--- src/hw/rtl/ptsa_pkg.sv ---
package ptsa_pkg;

   // Defaults for the top-level parameters
   localparam int NUM_SLOTS_DEF  = 512;
   localparam int SLOT_SHIFT_DEF = 22;

   // Fixed field widths
   localparam int OPCODE_W = 2;
   localparam int ADDR_W   = 31;
   localparam int INDEX_W  = 9;
   localparam int STATUS_W = 2;

   // Bitmap is searched one byte-wide group at a time
   localparam int GRP_W = 8;

   typedef enum logic [OPCODE_W-1:0] {
      OP_LOWEST  = 2'd0,
      OP_HIGHEST = 2'd1,
      OP_NAMED   = 2'd2
   } opcode_type;

   typedef enum logic [STATUS_W-1:0] {
      ST_OK       = 2'd0,
      ST_NO_FREE  = 2'd1,
      ST_CONFLICT = 2'd2
   } status_type;

   // Bitmap status handed from the map to the decision logic
   typedef struct packed {
      logic any_free;
      logic named_free;
   } map_flags_type;

   function automatic logic [2:0] lowest8(input logic [GRP_W-1:0] v);
      logic [2:0] r;
      r = '0;
      for (int i = GRP_W - 1; i >= 0; i--) begin
         if (v[i]) r = 3'(i);
      end
      return r;
   endfunction

   function automatic logic [2:0] highest8(input logic [GRP_W-1:0] v);
      logic [2:0] r;
      r = '0;
      for (int i = 0; i < GRP_W; i++) begin
         if (v[i]) r = 3'(i);
      end
      return r;
   endfunction

endpackage

--- src/hw/rtl/page_table_slot_allocator_unit.sv ---
// Page-table slot allocator. Keeps a free bitmap of NUM_SLOTS regions, each
// 2**SLOT_SHIFT bytes wide (512 x 4 MiB by default); after reset every slot
// is free except the first and the last, and no clearing pass is needed.
// A request (tuser = opcode) claims the lowest free slot, the highest free
// slot, or the slot holding req_tdata's address; the response gives the slot
// index, its base address and a status in tuser (ok, no free slot, conflict).
// A failed request leaves the bitmap untouched. Slots are never released.
// Rate: one request per cycle sustained while rsp_tready is high. A request
// is registered in the request stage on acceptance, its response when it
// advances; the bitmap search and the one-bit update of the same cycle form
// the loop that the next request depends on. The response register
// decouples the sides: one more request is taken while a response waits.
module page_table_slot_allocator_unit #(
   parameter int NUM_SLOTS  = ptsa_pkg::NUM_SLOTS_DEF,
   parameter int SLOT_SHIFT = ptsa_pkg::SLOT_SHIFT_DEF
) (
   input  logic        clock,
   input  logic        reset,
   input  logic        req_tvalid,
   output logic        req_tready,
   input  logic [31:0] req_tdata,   // [30:0] request_address, [31] zero
   input  logic [1:0]  req_tuser,   // [1:0] opcode
   output logic        rsp_tvalid,
   input  logic        rsp_tready,
   output logic [39:0] rsp_tdata,   // [8:0] slot_index, [39:9] slot_base
   output logic [1:0]  rsp_tuser    // [1:0] status
);
   import ptsa_pkg::*;

   localparam int NUM_GRPS = (NUM_SLOTS + GRP_W - 1) / GRP_W;
   localparam int MAP_IW   = $clog2(NUM_GRPS * GRP_W);

   // Request stage
   logic                s1_valid_ff, s1_valid_in;
   logic [OPCODE_W-1:0] s1_op_ff;
   logic [ADDR_W-1:0]   s1_addr_ff;

   // Response stage
   logic                rsp_valid_ff, rsp_valid_in;
   logic [INDEX_W-1:0]  rsp_idx_ff;
   logic [ADDR_W-1:0]   rsp_base_ff;
   status_type          rsp_status_ff;

   logic                req_xfer, advance;
   logic [31:0]         named;
   logic [MAP_IW-1:0]   low_slot, high_slot;
   map_flags_type       flags;
   logic [ADDR_W-1:0]   slot;
   logic [ADDR_W-1:0]   slot_base;
   status_type          status;
   logic                clr_en;

   // Request moves on when the response register is empty or being drained
   assign advance    = s1_valid_ff && (!rsp_valid_ff || rsp_tready);
   assign req_tready = !s1_valid_ff || advance;
   assign req_xfer   = req_tvalid && req_tready;

   assign s1_valid_in  = req_xfer || (s1_valid_ff && !advance);
   assign rsp_valid_in = advance || (rsp_valid_ff && !rsp_tready);

   always_ff @(posedge clock) begin
      if (reset) begin
         s1_valid_ff  <= 1'b0;
         rsp_valid_ff <= 1'b0;
      end else begin
         s1_valid_ff  <= s1_valid_in;
         rsp_valid_ff <= rsp_valid_in;
      end
   end

   always_ff @(posedge clock) begin
      if (req_xfer) begin
         s1_op_ff   <= req_tuser;
         s1_addr_ff <= req_tdata[ADDR_W-1:0];
      end
      if (advance) begin
         rsp_idx_ff    <= slot[INDEX_W-1:0];
         rsp_base_ff   <= slot_base;
         rsp_status_ff <= status;
      end
   end

   // Slot number named by the address
   assign named     = {1'b0, s1_addr_ff} >> SLOT_SHIFT;
   assign slot_base = slot << SLOT_SHIFT;

   ptsa_map #(
      .NUM_SLOTS (NUM_SLOTS)
   ) u_map (
      .clock     (clock),
      .reset     (reset),
      .clr_en    (clr_en && advance),
      .clr_idx   (slot[MAP_IW-1:0]),
      .named_idx (named[MAP_IW-1:0]),
      .low_slot  (low_slot),
      .high_slot (high_slot),
      .flags     (flags)
   );

   ptsa_decide #(
      .NUM_SLOTS (NUM_SLOTS)
   ) u_decide (
      .opcode    (s1_op_ff),
      .named     (named),
      .flags     (flags),
      .low_slot  (low_slot),
      .high_slot (high_slot),
      .slot      (slot),
      .status    (status),
      .clr_en    (clr_en)
   );

   assign rsp_tvalid = rsp_valid_ff;
   assign rsp_tdata  = {rsp_base_ff, rsp_idx_ff};
   assign rsp_tuser  = rsp_status_ff;

   // Every accepted request lands in the request stage
   a_req_lands: assert property (@(posedge clock) disable iff (reset)
      req_xfer |=> s1_valid_ff)
      else $error("accepted request lost");

   // A claim that updates the bitmap is reported as a success
   a_claim_ok: assert property (@(posedge clock) disable iff (reset)
      (advance && clr_en) |=> (rsp_valid_ff && (rsp_status_ff == ST_OK)))
      else $error("bitmap changed without a successful response");

   // A successful response never hands out the reserved first slot
   a_ok_nonzero: assert property (@(posedge clock) disable iff (reset)
      (advance && (status == ST_OK)) |=> (rsp_idx_ff != '0 || rsp_base_ff != '0))
      else $error("first slot handed out");

endmodule

--- src/hw/rtl/ptsa_map.sv ---
module ptsa_map #(
   parameter int NUM_SLOTS = ptsa_pkg::NUM_SLOTS_DEF
) (
   input  logic                                          clock,
   input  logic                                          reset,
   input  logic                                          clr_en,
   input  logic [$clog2(((NUM_SLOTS+7)/8)*8)-1:0]        clr_idx,
   input  logic [$clog2(((NUM_SLOTS+7)/8)*8)-1:0]        named_idx,
   output logic [$clog2(((NUM_SLOTS+7)/8)*8)-1:0]        low_slot,
   output logic [$clog2(((NUM_SLOTS+7)/8)*8)-1:0]        high_slot,
   output ptsa_pkg::map_flags_type                       flags
);
   import ptsa_pkg::*;

   localparam int NUM_GRPS = (NUM_SLOTS + GRP_W - 1) / GRP_W;
   localparam int MAP_W    = NUM_GRPS * GRP_W;
   localparam int GRP_IW   = $clog2(NUM_GRPS);

   logic [MAP_W-1:0]    map_ff, map_in, map_rst;
   logic [NUM_GRPS-1:0] grp_any;
   logic [GRP_IW-1:0]   low_g, high_g;
   logic [GRP_W-1:0]    low_byte, high_byte;

   // Free at reset: everything but the first and last slot; padding stays taken
   always_comb begin
      for (int i = 0; i < MAP_W; i++) begin
         map_rst[i] = (i != 0) && (i < NUM_SLOTS - 1);
      end
   end

   always_comb begin
      map_in = map_ff;
      if (clr_en) map_in[clr_idx] = 1'b0;
   end

   always_ff @(posedge clock) begin
      if (reset) begin
         map_ff <= map_rst;
      end else begin
         map_ff <= map_in;
      end
   end

   // Two-level search: group OR, group priority, then bit priority in the byte
   always_comb begin
      for (int g = 0; g < NUM_GRPS; g++) begin
         grp_any[g] = |map_ff[g*GRP_W +: GRP_W];
      end
   end

   always_comb begin
      low_g  = '0;
      high_g = '0;
      for (int g = NUM_GRPS - 1; g >= 0; g--) begin
         if (grp_any[g]) low_g = GRP_IW'(g);
      end
      for (int g = 0; g < NUM_GRPS; g++) begin
         if (grp_any[g]) high_g = GRP_IW'(g);
      end
   end

   assign low_byte  = map_ff[{low_g, 3'b000} +: GRP_W];
   assign high_byte = map_ff[{high_g, 3'b000} +: GRP_W];
   assign low_slot  = {low_g, lowest8(low_byte)};
   assign high_slot = {high_g, highest8(high_byte)};

   assign flags = '{any_free:   |grp_any,
                    named_free: (32'(named_idx) < 32'(MAP_W)) ? map_ff[named_idx] : 1'b0};

   // Claimed slot reads taken on the next cycle
   a_clear_sticks: assert property (@(posedge clock) disable iff (reset)
      clr_en |=> !map_ff[$past(clr_idx)])
      else $error("claimed slot still free");

   // Slots are only ever claimed, never freed
   a_no_release: assert property (@(posedge clock) disable iff (reset)
      1'b1 |=> ((map_ff & ~$past(map_ff)) == '0))
      else $error("slot went from taken to free");

endmodule

--- src/hw/rtl/ptsa_decide.sv ---
module ptsa_decide #(
   parameter int NUM_SLOTS = ptsa_pkg::NUM_SLOTS_DEF
) (
   input  logic [ptsa_pkg::OPCODE_W-1:0]               opcode,
   input  logic [31:0]                                 named,
   input  ptsa_pkg::map_flags_type                     flags,
   input  logic [$clog2(((NUM_SLOTS+7)/8)*8)-1:0]      low_slot,
   input  logic [$clog2(((NUM_SLOTS+7)/8)*8)-1:0]      high_slot,
   output logic [ptsa_pkg::ADDR_W-1:0]                 slot,
   output ptsa_pkg::status_type                        status,
   output logic                                        clr_en
);
   import ptsa_pkg::*;

   logic oor;

   assign oor = named >= 32'(NUM_SLOTS);

   always_comb begin
      slot   = '0;
      status = ST_NO_FREE;
      clr_en = 1'b0;
      case (opcode_type'(opcode))
         OP_LOWEST: begin
            if (flags.any_free && (low_slot != '0)) begin
               slot   = ADDR_W'(low_slot);
               status = ST_OK;
               clr_en = 1'b1;
            end
         end
         OP_HIGHEST: begin
            if (flags.any_free && (high_slot != '0)) begin
               slot   = ADDR_W'(high_slot);
               status = ST_OK;
               clr_en = 1'b1;
            end
         end
         OP_NAMED: begin
            if (oor) begin
               slot   = ADDR_W'(named[INDEX_W-1:0]);
               status = ST_CONFLICT;
            end else if (!flags.named_free) begin
               slot   = ADDR_W'(named);
               status = ST_CONFLICT;
            end else if (named != '0) begin
               slot   = ADDR_W'(named);
               status = ST_OK;
               clr_en = 1'b1;
            end
         end
         default: begin
            slot   = '0;
            status = ST_NO_FREE;
         end
      endcase
   end

endmodule
--- config.mk ---
export PLATFORM = sky130hd
export DESIGN_NAME = page_table_slot_allocator_unit
export DESIGN_NICKNAME = d
export VERILOG_FILES = /design/src/hw/rtl/ptsa_pkg.sv /design/src/hw/rtl/page_table_slot_allocator_unit.sv /design/src/hw/rtl/ptsa_map.sv /design/src/hw/rtl/ptsa_decide.sv
export SDC_FILE = /design/constraint.sdc
export NUM_CORES = 2
export LEC_CHECK = 0
export ABC_AREA = 0
export BUFFER_PORTS_ARGS = -buffer_cell sky130_fd_sc_hd__buf_4
export CAP_MARGIN = 20
export CORE_ASPECT_RATIO = 0.6
export CORE_MARGIN = 3
export CORE_UTILIZATION = 25
export CTS_CLUSTER_DIAMETER = 30
export DETAILED_ROUTE_END_ITERATION = 8
export GPL_ROUTABILITY_DRIVEN = 1
export PLACE_DENSITY = 0.48
export SYNTH_ARGS = -nofsm -noshare
export SYNTH_HDL_FRONTEND = slang
export SYNTH_HIERARCHICAL = 1
export SYNTH_SLANG_ARGS = --single-unit
--- constraint.sdc ---
create_clock -name clock -period 10.7 [get_ports clock]
set_input_delay 0.535 -clock clock [delete_from_list [all_inputs] [get_ports clock]]
set_output_delay 0.535 -clock clock [all_outputs]
set_load 0.02 [all_outputs]
# --- After elaboration in Yosys (flattened, before gate mapping) ---
# Cells that the tools add are included.
totals:
  word_cells: 266
  in_bits: 38
  ram_bits: 0
  memories: 0
  latchBits: 0
  register_bits: 558
  rom_bits: 0
op_classes:
  n_div: 0
  reduce_logical: 85
  n_mux: 164
  n_eq_ne: 2
  bitwise: 2
  mul: 0
  add_sub_neg: 0
  magnitude_cmp: 4
  n_shift: 2
op_table:
  columns: ["operator", "n"]
  rows:
  - ["indexed part select 512 x 10 -> 8 bit", 2]
  - ["two-way mux 6 bit", 96]
  - ["AND 512 bit", 1]
  - ["inverter 512 bit", 1]
  - ["OR reduction 512 bit", 1]
  - ["OR reduction 8 bit", 64]
  - ["two-way mux 5 bit", 16]
  - ["two-way mux 3 bit", 16]
  - ["two-way mux 9 bit", 5]
  - ["two-way mux 4 bit", 8]
  - ["nonzero test 32 bit", 1]
  - ["one-hot mux 9 bit (3 select lines)", 1]
  - ["< comparator 9 x 10 -> 1 bit (second input constant)", 2]
  - ["nonzero test 9 bit", 2]
  - ["two-way mux 1 bit", 12]
  - ["two-way mux 2 bit", 6]
  - [">= comparator 9 x 10 -> 1 bit (second input constant)", 1]
  - ["binary-select mux 1 bit (select 9 bit)", 1]
  - ["demux 1 bit (select 9 bit)", 1]
  - [">= comparator 9 x 1 -> 1 bit (second input constant)", 1]
  - ["logical AND 1 bit", 8]
  - ["one-hot mux 2 bit (3 select lines)", 1]
  - ["logical NOT 1 bit", 4]
  - ["logical OR 1 bit", 4]
  - ["4 further kinds", 4]

# --- Depth between registers and ports, before layout ---
logic_depth:
  ltp_word: 84
  mapped_depth: 31
  depth_no_buf: 24

# --- Modules after synthesis ---
# Netlist, hierarchy kept.
modules_own_cells:
  columns: ["mod", "cells_each", "n_inst", "area_each_um2", "seq_area_each_um2"]
  rows:
  - ["ptsa_map", 3796, 1, 32999.1, 10249.8]
  - ["page_table_slot_allocator_unit", 65, 1, 1007.2, 700.7]
  - ["ptsa_decide", 83, 1, 551.8, 0.0]

# --- Least setup slack after synthesis ---
# No wires, ideal clock.
synth_path:
  kind: "register to register"
  start: "reg u_map.map_ff[368]"
  end: "reg u_map.map_ff[454]"
  synth_period_minus_slack_ns: 5.961
  required_ns: 10.586
  path_buffers: 2
  path_slack_ns: 4.739
  arrival_ns: 5.847
  stages_incl_launch_ff: 26
  path_cell_list: "dfxtp_1 > or4_1 > nor2_2 > o21ai_1 > a2111oi_1 > nand3_1 > a211oi_4 > nor2_4 > clkinv_2 > mux4_2 > a2111oi_0 > nor4_1 > a31oi_1 > and3b_1 > o2111ai_1 > o211ai_1 > nor3_1 > a31oi_1 > a222oi_1 > inv_1 > or2_2 > clkbuf_1 > nor2_1 > clkbuf_1 > nand2_1 > a21o_1"
synth_via:
  elab_chain_len: 67
synth_rtl:
  columns: ["element", "line_no", "source"]
  rows:
  - ["start: declaration", "ptsa_map.sv:19", "logic [MAP_W-1:0] map_ff, map_in, map_rst;"]
  - ["start signal: assignment", "ptsa_map.sv:38", "map_ff <= map_rst;"]
  - ["start signal: assignment", "ptsa_map.sv:40", "map_ff <= map_in;"]
  - ["OR reduction 8 bit", "ptsa_map.sv:47", "grp_any[g] = |map_ff[g*GRP_W +: GRP_W];"]
  - ["two-way mux 6 bit (47 in a row)", "ptsa_map.sv:55", "if (grp_any[g]) low_g = GRP_IW'(g);"]
  - ["indexed part select 512 x 10 -> 8 bit (*)", "ptsa_map.sv:62", "assign low_byte = map_ff[{low_g, 3'b000} +: GRP_W];"]
  - ["two-way mux 3 bit (7 in a row)", "ptsa_pkg.sv:38", "if (v[i]) r = 3'(i);"]
  - ["two-way mux 3 bit (*)", "ptsa_pkg.sv:38", null]
  - ["net low_slot[0]", "page_table_slot_allocator_unit.sv:46", "logic [MAP_IW-1:0] low_slot, high_slot;"]
  - ["nonzero test 9 bit (*)", "ptsa_decide.sv:25", "if (flags.any_free && (low_slot != '0)) begin"]
  - ["logical AND 1 bit (*)", "ptsa_decide.sv:25", null]
  - ["two-way mux 9 bit (*)", "ptsa_decide.sv:25", null]
  - ["one-hot mux 9 bit (3 select lines) (*)", "ptsa_decide.sv:23", "case (opcode_type'(opcode))"]
  - ["net slot[4]", "page_table_slot_allocator_unit.sv:48", "logic [ADDR_W-1:0] slot;"]
  - ["< comparator 9 x 10 -> 1 bit (not written as such) / >= comparator 9 x 1 -> 1 bit (equally long branches)", "ptsa_map.sv:33", "if (clr_en) map_in[clr_idx] = 1'b0;"]
  - ["logical AND 1 bit (not written as such)", "ptsa_map.sv:33", null]
  - ["two-way mux 1 bit (not written as such)", "ptsa_map.sv:33", null]
  - ["demux 1 bit (select 9 bit) (*)", null, null]
  - ["inverter 512 bit (no source line) (*)", null, null]
  - ["AND 512 bit (no source line) (*)", null, null]
# Mark *: on every way through the listed nets, which the timed path passes. The rest lies on a longest branch. The select of a mux whose other input is x is not followed.
# A chain may end at the register's enable or synchronous reset.

# --- Worst setup path after layout ---
layout_path:
  start: "reg u_map.map_ff[376]"
  end: "reg u_map.map_ff[421]"
layout_rtl:
  columns: ["element", "line_no", "source"]
  rows:
  - ["OR reduction 8 bit (*)", "ptsa_map.sv:47", null]
  - ["two-way mux 6 bit (*) (48 in a row)", "ptsa_map.sv:55", null]
  - ["net low_slot[4]", "page_table_slot_allocator_unit.sv:46", null]
  - ["indexed part select 512 x 10 -> 8 bit (*)", "ptsa_map.sv:62", null]
  - ["two-way mux 3 bit (7 in a row)", "ptsa_pkg.sv:38", null]
  - ["two-way mux 3 bit (*)", "ptsa_pkg.sv:38", null]
  - ["net low_slot[0]", "page_table_slot_allocator_unit.sv:46", null]
  - ["nonzero test 9 bit (*)", "ptsa_decide.sv:25", null]
  - ["logical AND 1 bit (*)", "ptsa_decide.sv:25", null]
  - ["two-way mux 1 bit (*)", "ptsa_decide.sv:25", null]
  - ["one-hot mux 1 bit (3 select lines) (*)", "ptsa_decide.sv:23", null]
  - ["net clr_en", "page_table_slot_allocator_unit.sv:51", "logic clr_en;"]
  - ["logical AND 1 bit (*)", "page_table_slot_allocator_unit.sv:92", ".clr_en (clr_en && advance),"]
# Marked as above.

==> out/metrics.yaml <==
setup_path:
  cp.required_ns: 11.27
  startpoint_type: "register"
  r2r_slack_ns: 0.98
  cp.arrival_ns: 10.29
  cp_max_fo: 43
  worst_setup_path_end_kind: "register"
  worstSetupPathType: "reg -> reg"
route:
  routed_wl_um: 184000
  drc: 0
  ant_nets: 0
  via_count: 35100
  vias_per_cell: 6.04
  firstDrtPassIters: 7
  drt-initial-drc-count: 5812
  routedWlPerCell_um: 31.6
finish:
  fin_cells: 5813
  diodes: 0
  final_nets: 3969
  drive_gt1_share_pct: 16.2
  stdcell_area_sq_mm: 0.0406
  area_growth_pct: 18.0
yosys:
  yosysWarnings: 6
  synthCells: 3921
  synth_area_per_cell_sq_um: 8.77
  netlist_area_sq_mm: 0.0344
cts:
  cts_resized: 0
  cts_hold_buf: 11
  post_cts_buffers: 0
  cts_buffers: 94
  clock_latency_ns: 0.70
  cts_sinks: 536
  cts_tree: "done"
  clkTransAtPathRegs_ns: 0.06
  root_buffer: "clkbuf_16"
  clockBufferDepth: 3
  htreeDepth: 3
sta:
  max_freq_mhz: 103
  fin_ws_ns: 0.975
  tns_ns: 0
  layout_min_cycle_time_ns: 9.72
  setup_viol: 0
  clock_skew_ns: 0.0249
  rsz0062_at_grt: "no"
  finalHoldViolCount: 0
  worst_pin_slew_ns: 1.27
  relSlewSlack_pct: 14.2
  min_period_over_period_pct: 90.9
  hold_ws_ns: 0.0879
  finalMaxSlewViolations: 0
power_and_ir_drop:
  p_leak_nw: 14.1
  power_density_mw_per_mm2: 134
  peakVddDrop_mv: 0.129
global_route:
  grt.overflow.total: 0
  grt_pass1_vias: 31200
  grt_usage_pct: 24.9
  grt_pass1_wl_um: 253000
  grt_max_degree: 177
  antenna_found_initial: 5
floorplanning:
  die_h_um: 293
  die_x_um: 485
  ioPinCount: 82
  core_sq_mm: 0.135
  die_area_sq_mm: 0.142
  initial_core_util_pct: 25.4
  rows: 104
worst_hold_path:
  hold_path_class: "in -> reg"
run_status:
  outcome: "complete, no violations"
placement:
  finalWeightedCongestion: 1.05
  post-place-ws_ns: 1.83
  port-buffer-count: 36
  hpwl_um: 129000
  placed_cells: 5618
  placed_cell_area_sq_mm: 0.0371
job:
  cap_violations: 0
==> worst max-delay path: stages (launching register included) <==
cell       delay, ns
dfxtp_1         0.36
nor4_1          0.86
nor4bb_1        1.04
a21oi_1         0.20
o2111ai_1       0.27
a41o_1          0.25
a21o_4          0.35
inv_6           0.26
nor2_1          1.01
a221oi_1        0.26
a211oi_1        0.95
or3_1           0.24
a21oi_1         0.06
o211ai_1        0.85
nor3_1          0.21
a31oi_1         0.24
buf_4           0.17
a211o_1         0.10
and3_1          0.24
or3b_2          0.59
nor2_4          0.47
buf_12          0.25
nand2_1         0.07
a21o_1          0.17
==> cell type report <==
type | count | area, sq um
Clock buffer | 111 | 2560
Clock inverter | 65 | 759
Fill cell | 14300 | 94800
Inverter | 26 | 119
Multi-Input combinational cell | 3064 | 22000
Sequential cell | 536 | 11000
Tap cell | 1802 | 2250
Timing Repair Buffer | 209 | 1950
==> per-layer routing <==
| metal | global-route usage (%) | routed length [um] | vias to the layer above |
|---|---|---|---|
| li1 | - | - | 14600 |
| met1 | 38.9 | 85500 | 17600 |
| met2 | 28.4 | 62800 | 2654 |
| met3 | 12.8 | 31700 | 268 |
| met4 | 5.27 | 3900 | 6 |
| met5 | 0 | 46 | - |
==> power breakdown <==
group / leakage, nW / total, mW / switching, mW / internal, mW
logic: 8.17 / 0.233 / 0.169 / 0.0643
registers: 4.37 / 2.02 / 0.00669 / 2.02
clock network: 1.59 / 3.20 / 1.25 / 1.95
total: 14.1 / 5.45 / 1.42 / 4.03
==> path summary, 6_finish.rpt <==
path,cells after the start,from,endpoint
max,23,u_map/map_ff[376],u_map/map_ff[421]
min,3,req_tvalid,s1_valid_ff
min reg2reg,1,u_map/map_ff[304],u_map/map_ff[304]
max reg2reg,23,u_map/map_ff[376],u_map/map_ff[421]
==> stage by stage <==
stage	util, %	power, mW
5_1_grt	30.0	5.58
6_report	30.0	5.45
3_3_place_gp	27.4	2.29
2_1_floorplan	-	2.20
4_1_cts	29.9	5.48
3_5_place_dp	27.4	2.29
==> state kept, by name, summed over array words and instances (netlist names) <==
signal	flops
rsp_base_ff	9
rsp_tuser	2
rsp_tvalid	1
s1_valid_ff	1
s1_op_ff	2
s1_addr_ff	9
u_map/map_ff	512
==> cell usage in the layout, fill, tap and decap left out, types with 21 or more instances in the layout <==
cell type / instances
nand2_1: 903
dfxtp_1: 514
a21o_1: 512
mux2i_1: 263
mux4_2: 194
buf_4: 161
nor2_1: 142
nand3_1: 139
nor4_1: 116
clkbuf_16: 97
a211oi_1: 78
a21oi_1: 71
o21ai_0: 60
conb_1: 45
or4_1: 43
and2_1: 42
and3_1: 35
nand4_1: 31
buf_12: 28
nor3_1: 26
a31oi_1: 25
edfxtp_1: 22
a311oi_1: 21
(Power assumes the default switching activity.)
